$ cat config.mk
export PLATFORM = sky130hd
export DESIGN_NAME = bce_lane
export DESIGN_NICKNAME = d
export VERILOG_FILES = /design/src/hdl/bce_pkg.sv /design/src/hdl/bce_lane.sv
export SDC_FILE = /design/constraint.sdc
export NUM_CORES = 2
export LEC_CHECK = 0
export BUFFER_PORTS_ARGS = -buffer_cell sky130_fd_sc_hd__buf_2
export CAP_MARGIN = 10
export CORE_ASPECT_RATIO = 0.6
export CORE_UTILIZATION = 45
export CTS_BUF_LIST = sky130_fd_sc_hd__clkbuf_8
export DETAILED_ROUTE_END_ITERATION = 10
export PLACE_DENSITY_LB_ADDON = 0.1
export SETUP_SLACK_MARGIN = 0.05
export SLEW_MARGIN = 20
export SYNTH_ARGS = -nofsm -noshare
export SYNTH_HDL_FRONTEND = slang
export SYNTH_SLANG_ARGS = --single-unit
$ cat constraint.sdc
create_clock -name clk_i -period 6.3 [get_ports clk_i]
set_clock_uncertainty 0.05 [all_clocks]
set_input_delay 0.63 -clock clk_i [delete_from_list [all_inputs] [get_ports clk_i]]
set_output_delay 0.63 -clock clk_i [all_outputs]
set_load 0.1 [all_outputs]
$ cat src/hdl/bce_pkg.sv
// ----------------------------------------------------------------------------
// bce_pkg: shared types and constants of the Bezier curve evaluator
// Holds the field widths, the transfer structs of both channels, the codes
// of the actions, status values and datapath operations, and the saturation
// helper.
// ----------------------------------------------------------------------------
package bce_pkg;

  localparam int MAX_POINTS = 16;
  localparam int FRAC_BITS  = 16;

  // Fixed field widths of the channels.
  localparam int CW   = 32;
  localparam int T_W  = 17;
  localparam int PH_W = 5;

  // Derived widths.
  localparam int AW    = $clog2(MAX_POINTS);
  localparam int CNT_W = $clog2(MAX_POINTS + 1);
  // Scratch values: coordinate differences scaled by the degree.
  localparam int SW    = CW + 1 + CNT_W;
  localparam int DW    = SW + 1;
  localparam int MW    = FRAC_BITS + 1;
  localparam int PW    = DW + MW + 1;

  localparam logic [MW-1:0] T_ONE  = MW'(1) << FRAC_BITS;
  localparam logic [PW-1:0] P_HALF = PW'(1) << (FRAC_BITS - 1);

  typedef enum logic [1:0] {
    ACT_APPEND = 2'd0,
    ACT_CLEAR  = 2'd1,
    ACT_POINT  = 2'd2,
    ACT_DERIV  = 2'd3
  } action_e;

  typedef enum logic [1:0] {
    STAT_OK   = 2'd0,
    STAT_FULL = 2'd1,
    STAT_SAT  = 2'd2
  } status_e;

  typedef enum logic [1:0] {
    OP_COPY = 2'd0,
    OP_DIFF = 2'd1,
    OP_LERP = 2'd2
  } op_e;

  typedef enum logic [2:0] {
    S_IDLE,
    S_ISSUE,
    S_DRAIN,
    S_RES_RD,
    S_RES_WAIT,
    S_DONE
  } state_e;

  typedef struct packed {
    action_e                action;
    logic signed [CW-1:0]   px;
    logic signed [CW-1:0]   py;
    logic        [T_W-1:0]  t;
  } in_item_t;

  typedef struct packed {
    logic signed [CW-1:0]   x;
    logic signed [CW-1:0]   y;
    status_e                status;
    logic        [PH_W-1:0] points_held;
  } out_item_t;

  // Control of one coordinate lane.
  typedef struct packed {
    logic          v1;
    op_e           op;
    logic [MW-1:0] mul;
  } lane_ctl_t;

  typedef struct packed {
    logic signed [CW-1:0] val;
    logic                 hit;
  } sat_t;

  function automatic sat_t sat_coord(input logic signed [SW-1:0] v);
    sat_t r;
    logic signed [SW-1:0] hi;
    logic signed [SW-1:0] lo;
    hi = SW'($signed({1'b0, {(CW-1){1'b1}}}));
    lo = SW'($signed({1'b1, {(CW-1){1'b0}}}));
    if (v > hi) begin
      r.val = hi[CW-1:0];
      r.hit = 1'b1;
    end else if (v < lo) begin
      r.val = lo[CW-1:0];
      r.hit = 1'b1;
    end else begin
      r.val = v[CW-1:0];
      r.hit = 1'b0;
    end
    return r;
  endfunction

endpackage

$ cat src/hdl/bce_lane.sv
// ----------------------------------------------------------------------------
// bce_lane: datapath of one coordinate
// Takes a stream of values read from memory and forms, per neighboring pair,
// a rounded linear interpolation, a degree-scaled difference, or a plain
// copy. Stage one subtracts, stage two multiplies, stage three rounds and
// adds; the result feeds the scratch memory write port.
// ----------------------------------------------------------------------------
module bce_lane (
  input  logic                            clk_i,
  input  bce_pkg::lane_ctl_t              ctl_i,
  input  logic signed [bce_pkg::SW-1:0]   cur_i,
  output logic signed [bce_pkg::SW-1:0]   res_o
);
  import bce_pkg::*;

  logic signed [SW-1:0] prev_q;
  logic signed [DW-1:0] diff_d, diff_q;
  logic signed [SW-1:0] a_d, a_q, a2_q;
  logic signed [PW-1:0] prod_q;
  logic signed [PW-1:0] rnd;

  always_ff @(posedge clk_i) begin
    if (ctl_i.v1) begin
      prev_q <= cur_i;
    end
  end

  // The point copy is a lerp from zero at t equal to one.
  always_comb begin
    if (ctl_i.op == OP_COPY) begin
      diff_d = DW'(cur_i);
    end else begin
      diff_d = DW'(cur_i) - DW'(prev_q);
    end
    a_d = (ctl_i.op == OP_LERP) ? prev_q : '0;
  end

  always_ff @(posedge clk_i) begin
    diff_q <= diff_d;
    a_q    <= a_d;
    prod_q <= PW'(diff_q) * PW'($signed({1'b0, ctl_i.mul}));
    a2_q   <= a_q;
  end

  // Rounding is half up: add one half, then floor by arithmetic shift.
  assign rnd   = (prod_q + $signed(P_HALF)) >>> FRAC_BITS;
  assign res_o = (ctl_i.op == OP_DIFF) ? SW'(prod_q) : (a2_q + SW'(rnd));

endmodule
==> results.sh <==
export IMPL_drt_initial_drc_count=1892
export IMPL_final_max_slew_viol_count=0
export IMPL_crit_required_ns=6.71
export IMPL_reg2reg_slack_ns=-0.05
export IMPL_grt_pass1_wl_um=150000
export IMPL_synth_top_area_share_pct=38.0
export IMPL_area_growth_syn_to_layout_pct=18.5
export IMPL_start_kind="flop"
export IMPL_synthArstFlopShare_pct=0
export IMPL_globalRouteOverflowTotal=0
export IMPL_post_place_ws_ns=-0.801
export IMPL_drt_wirelength_per_cell_um=19.7
export IMPL_post_synthesis_mean_instance_area_um2=8.88
export IMPL_r2r_worst_path_cells=25
export IMPL_die_w_um=346
export IMPL_tritoncts="built"
export IMPL_clock_sink_count=207
export IMPL_drt_vias_per_instance=5.06
export IMPL_reg2reg_from="diff_q[15]"
export IMPL_clock_latency_ns=0.60
export IMPL_max_clock_path_buffers=3
export IMPL_min_period_over_period_pct=101
export IMPL_rsz_0062_raised_after_global_routing="true"
export IMPL_layout_filler_cells=6481
export IMPL_number_of_buffers_added_on_ports=96
export IMPL_cts_root_buf="clkbuf_8"
export IMPL_timing_max_slew_rel_slack_pct=29.7
export IMPL_cts_htree_levels=2
export IMPL_ys_dominant_reg_cell="dfxtp_1"
export IMPL_hold_path_end="prev_q[8]"
export IMPL_run_status="complete, but fails checks"
export IMPL_setup_tns_final_ns=-0.0454
export IMPL_cap_violations=0
export IMPL_yosys_cell_types_count=69
export IMPL_timing_critical_path_to_type="flop"
export IMPL_yosysWarningCount=0
export IMPL_synth_enable_flop_cells=38
export IMPL_whs_ns=0.201
export IMPL_max_slew_worst_pin_slew_ns=1.05
export IMPL_initial_core_util_pct=45.7
export IMPL_postSynthNetCount=4474
export IMPL_finalWorstSetupSlack_ns=-0.0454
export IMPL_flops_latches_synth=207
export IMPL_synthCells=3606
export IMPL_type_of_the_worst_setup_path="reg2reg"
export IMPL_path_max_fanout=5
export IMPL_final_util_pct=54.1
export IMPL_grtUsageTotal_pct=27.1
export IMPL_drt_pre_antenna_iters=6
export IMPL_violations="setup timing"
export IMPL_antenna_violations_before_repair=5
export IMPL_placementRows=75
export IMPL_synth_yosys_seq_area_share_pct=14.1
export IMPL_worst_r2r_endpoint="prod_q[52]"
export IMPL_clock_fmax_mhz=158
export IMPL_clk_pin_slew_worst_paths_ns=0.08
export IMPL_timing_final_hold_violations=0
export IMPL_synthDominantAreaCellType="fa_1"
export IMPL_detailedPlacementHpwl_um=82600
export IMPL_class_of_the_worst_hold_path="in2reg"
export IMPL_dr_total_vias=24800
export IMPL_worstHoldStart="cur_i[8]"
export IMPL_timing_hold_worst_path_depth=1
export IMPL_cts_made_buffers=34
export IMPL_fp_dieH_um=209
export IMPL_die_area_mm2=0.0723
export IMPL_post_synth_main_area_contributors="fa_1 38%, dfxtp_1 11%, inv_1 8.9%"
export IMPL_netlist_area_mm2=0.0320
export IMPL_drc_violations=0
export IMPL_routabilityCongestion=0.901
export IMPL_post_route_min_period_ns=6.35
export IMPL_hold_buffers=0
export IMPL_detail_route_antenna_nets=0
export IMPL_report_final_setup_viol=1
export IMPL_number_of_global_route_vias_before_repair=25000
export IMPL_nNetsFinal=4826
export IMPL_post_route_cells_drive_above_1_share_pct=17.6
export IMPL_grt_max_degree=44
export IMPL_worstPathArrival_ns=6.76
export IMPL_core_region_area_mm2=0.0701
export IMPL_ioPinCount=97
export IMPL_finalWirelength_um=96900
-- flip-flops by register name, indices dropped and copies added, names as in the netlist --
register	flops
a2_q	38
a_q	38
diff_q	39
prev_q	38
prod_q	54
-- metrics by stage --
step,area (µm²),cells
2_1_floorplan,32300,3606
3_3_place_gp,36100,4808
3_5_place_dp,36100,4808
4_1_cts,37000,4869
5_1_grt,37900,4905
6_report,37900,4908
-- layout by cell type, fill, tap and decap left out, types with 9 or more instances in the layout --
| cell | count |
|---|---|
| o21bai_1 | 13 |
| a21o_1 | 66 |
| and2_4 | 13 |
| nand2b_1 | 18 |
| nand3_1 | 35 |
| o211ai_1 | 10 |
| a21oi_2 | 11 |
| buf_6 | 13 |
| buf_4 | 314 |
| edfxtp_1 | 38 |
| buf_2 | 89 |
| xnor2_1 | 106 |
| dfxtp_1 | 138 |
| and2_1 | 296 |
| dfxtp_2 | 13 |
| o31ai_1 | 11 |
| inv_2 | 25 |
| nor2b_1 | 13 |
| a211oi_1 | 9 |
| o21ai_0 | 81 |
| a31oi_1 | 12 |
| buf_12 | 38 |
| xor2_1 | 49 |
| and3_1 | 26 |
| ha_1 | 183 |
| o21a_1 | 15 |
| nand2_1 | 503 |
| nor3_1 | 18 |
| fa_1 | 584 |
| nor2_1 | 96 |
| a21oi_1 | 142 |
| inv_1 | 741 |
| fa_2 | 24 |
| dfxtp_4 | 18 |
| nand4_1 | 21 |
| ha_4 | 16 |
| clkbuf_8 | 43 |
-- critical path, cell delays in order, from the launching register on --
cell and delay [ns]:
dfxtp_4 0.39, buf_12 0.13, and2_4 0.15, fa_1 0.56, inv_2 0.04, fa_1 0.46, fa_1 0.52, inv_1 0.05
fa_1 0.47, fa_1 0.49, inv_1 0.05, fa_1 0.49, inv_2 0.04, ha_4 0.23, a211oi_4 0.25, o311ai_4 0.14
a221oi_2 0.27, buf_4 0.17, nor2b_4 0.04, o21ai_4 0.19, a211oi_4 0.10, o211ai_1 0.23, buf_4 0.18, a211oi_2 0.06
a2111o_1 0.27, and3_1 0.16
-- cells by family (layout without fill, tap and decap cells) --
kind of cell               count (synthesis)  after routing  synth area share [%]
other                                      0              3                     0
muxes                                      4              4                 0.129
adders and majority gates                809            809                  45.9
xor gates and xnor gates                 158            158                  4.32
and+or+nand+nor                         1093           1093                  16.5
AOI/OAI and AO/OA                        432            432                  8.48
DFF                                      207            207                  14.1
buffers and inverters                    903           1278                  10.6
-- repair_timing --
action / in CTS / in global routing
resized for setup: 52 / 164
cloned: 0 / 2
buffers inserted: 2 / 35
pin swaps: 8 / 95
setup endpoints to repair: 22 / 28
-- cells in the mapped netlist (3+ instances only) --
cell type  count
a211oi_1      13
a21boi_0       3
a21o_1        66
a21oi_1      152
a311o_1        3
a31oi_1       15
and2_1       309
and3_1        27
and4_1         5
clkbuf_1     143
dfxtp_1      169
edfxtp_1      38
fa_1         608
ha_1         201
inv_1        759
mux2i_1        3
nand2_1      510
nand2b_1      18
nand3_1       39
nand3b_1       3
nand4_1       21
nand4b_1       3
nor2_1       100
nor2b_1       16
nor3_1        20
nor4_1         3
o2111ai_1      3
o211ai_1      10
o21a_1        15
o21ai_0       87
o21bai_1      14
o221ai_1       4
o22ai_1        3
o31ai_1       11
or2_2          4
or3_1          8
xnor2_1      107
xor2_1        51
-- routing by layer --
metal / GRT usage (%) / routed length (µm)
met1: 43.3 / 48800
met2: 35.1 / 36500
met3: 8.52 / 9990
met4: 4.32 / 1410
met5: 1.78 / 143
-- layout make-up --
type                    count  area, µm²  share of cell area [%]
diodes                      3       7.51                  0.0198
clock buffers              43        592                    1.56
clock inverters            16        133                   0.350
inverters                 759       2850                    7.51
multi-input cells        2496      24800                    65.4
flip-flops and latches    207       4610                    12.1
well taps                 924       1160                    3.05
repair buffers            460       3800                    10.0
-- worst max-delay path by stage --
| stage | start | to | slack, ns | depth (start not counted) |
|---|---|---|---|---|
| after floorplan | ctl_i[6] | prod_q[52] | 0.05 | 25 |
| after global placement | ctl_i[4] | prod_q[53] | -0.77 | 21 |
| after detailed placement | ctl_i[4] | prod_q[53] | -0.80 | 21 |
| after CTS | diff_q[15] | prod_q[52] | -0.05 | 25 |
| after global routing | diff_q[9] | prod_q[52] | -0.19 | 24 |
| final | diff_q[15] | prod_q[52] | -0.05 | 25 |
Power is not shown: default switching activity piles up to over one toggle a cycle in this logic, so the estimate is an artifact.
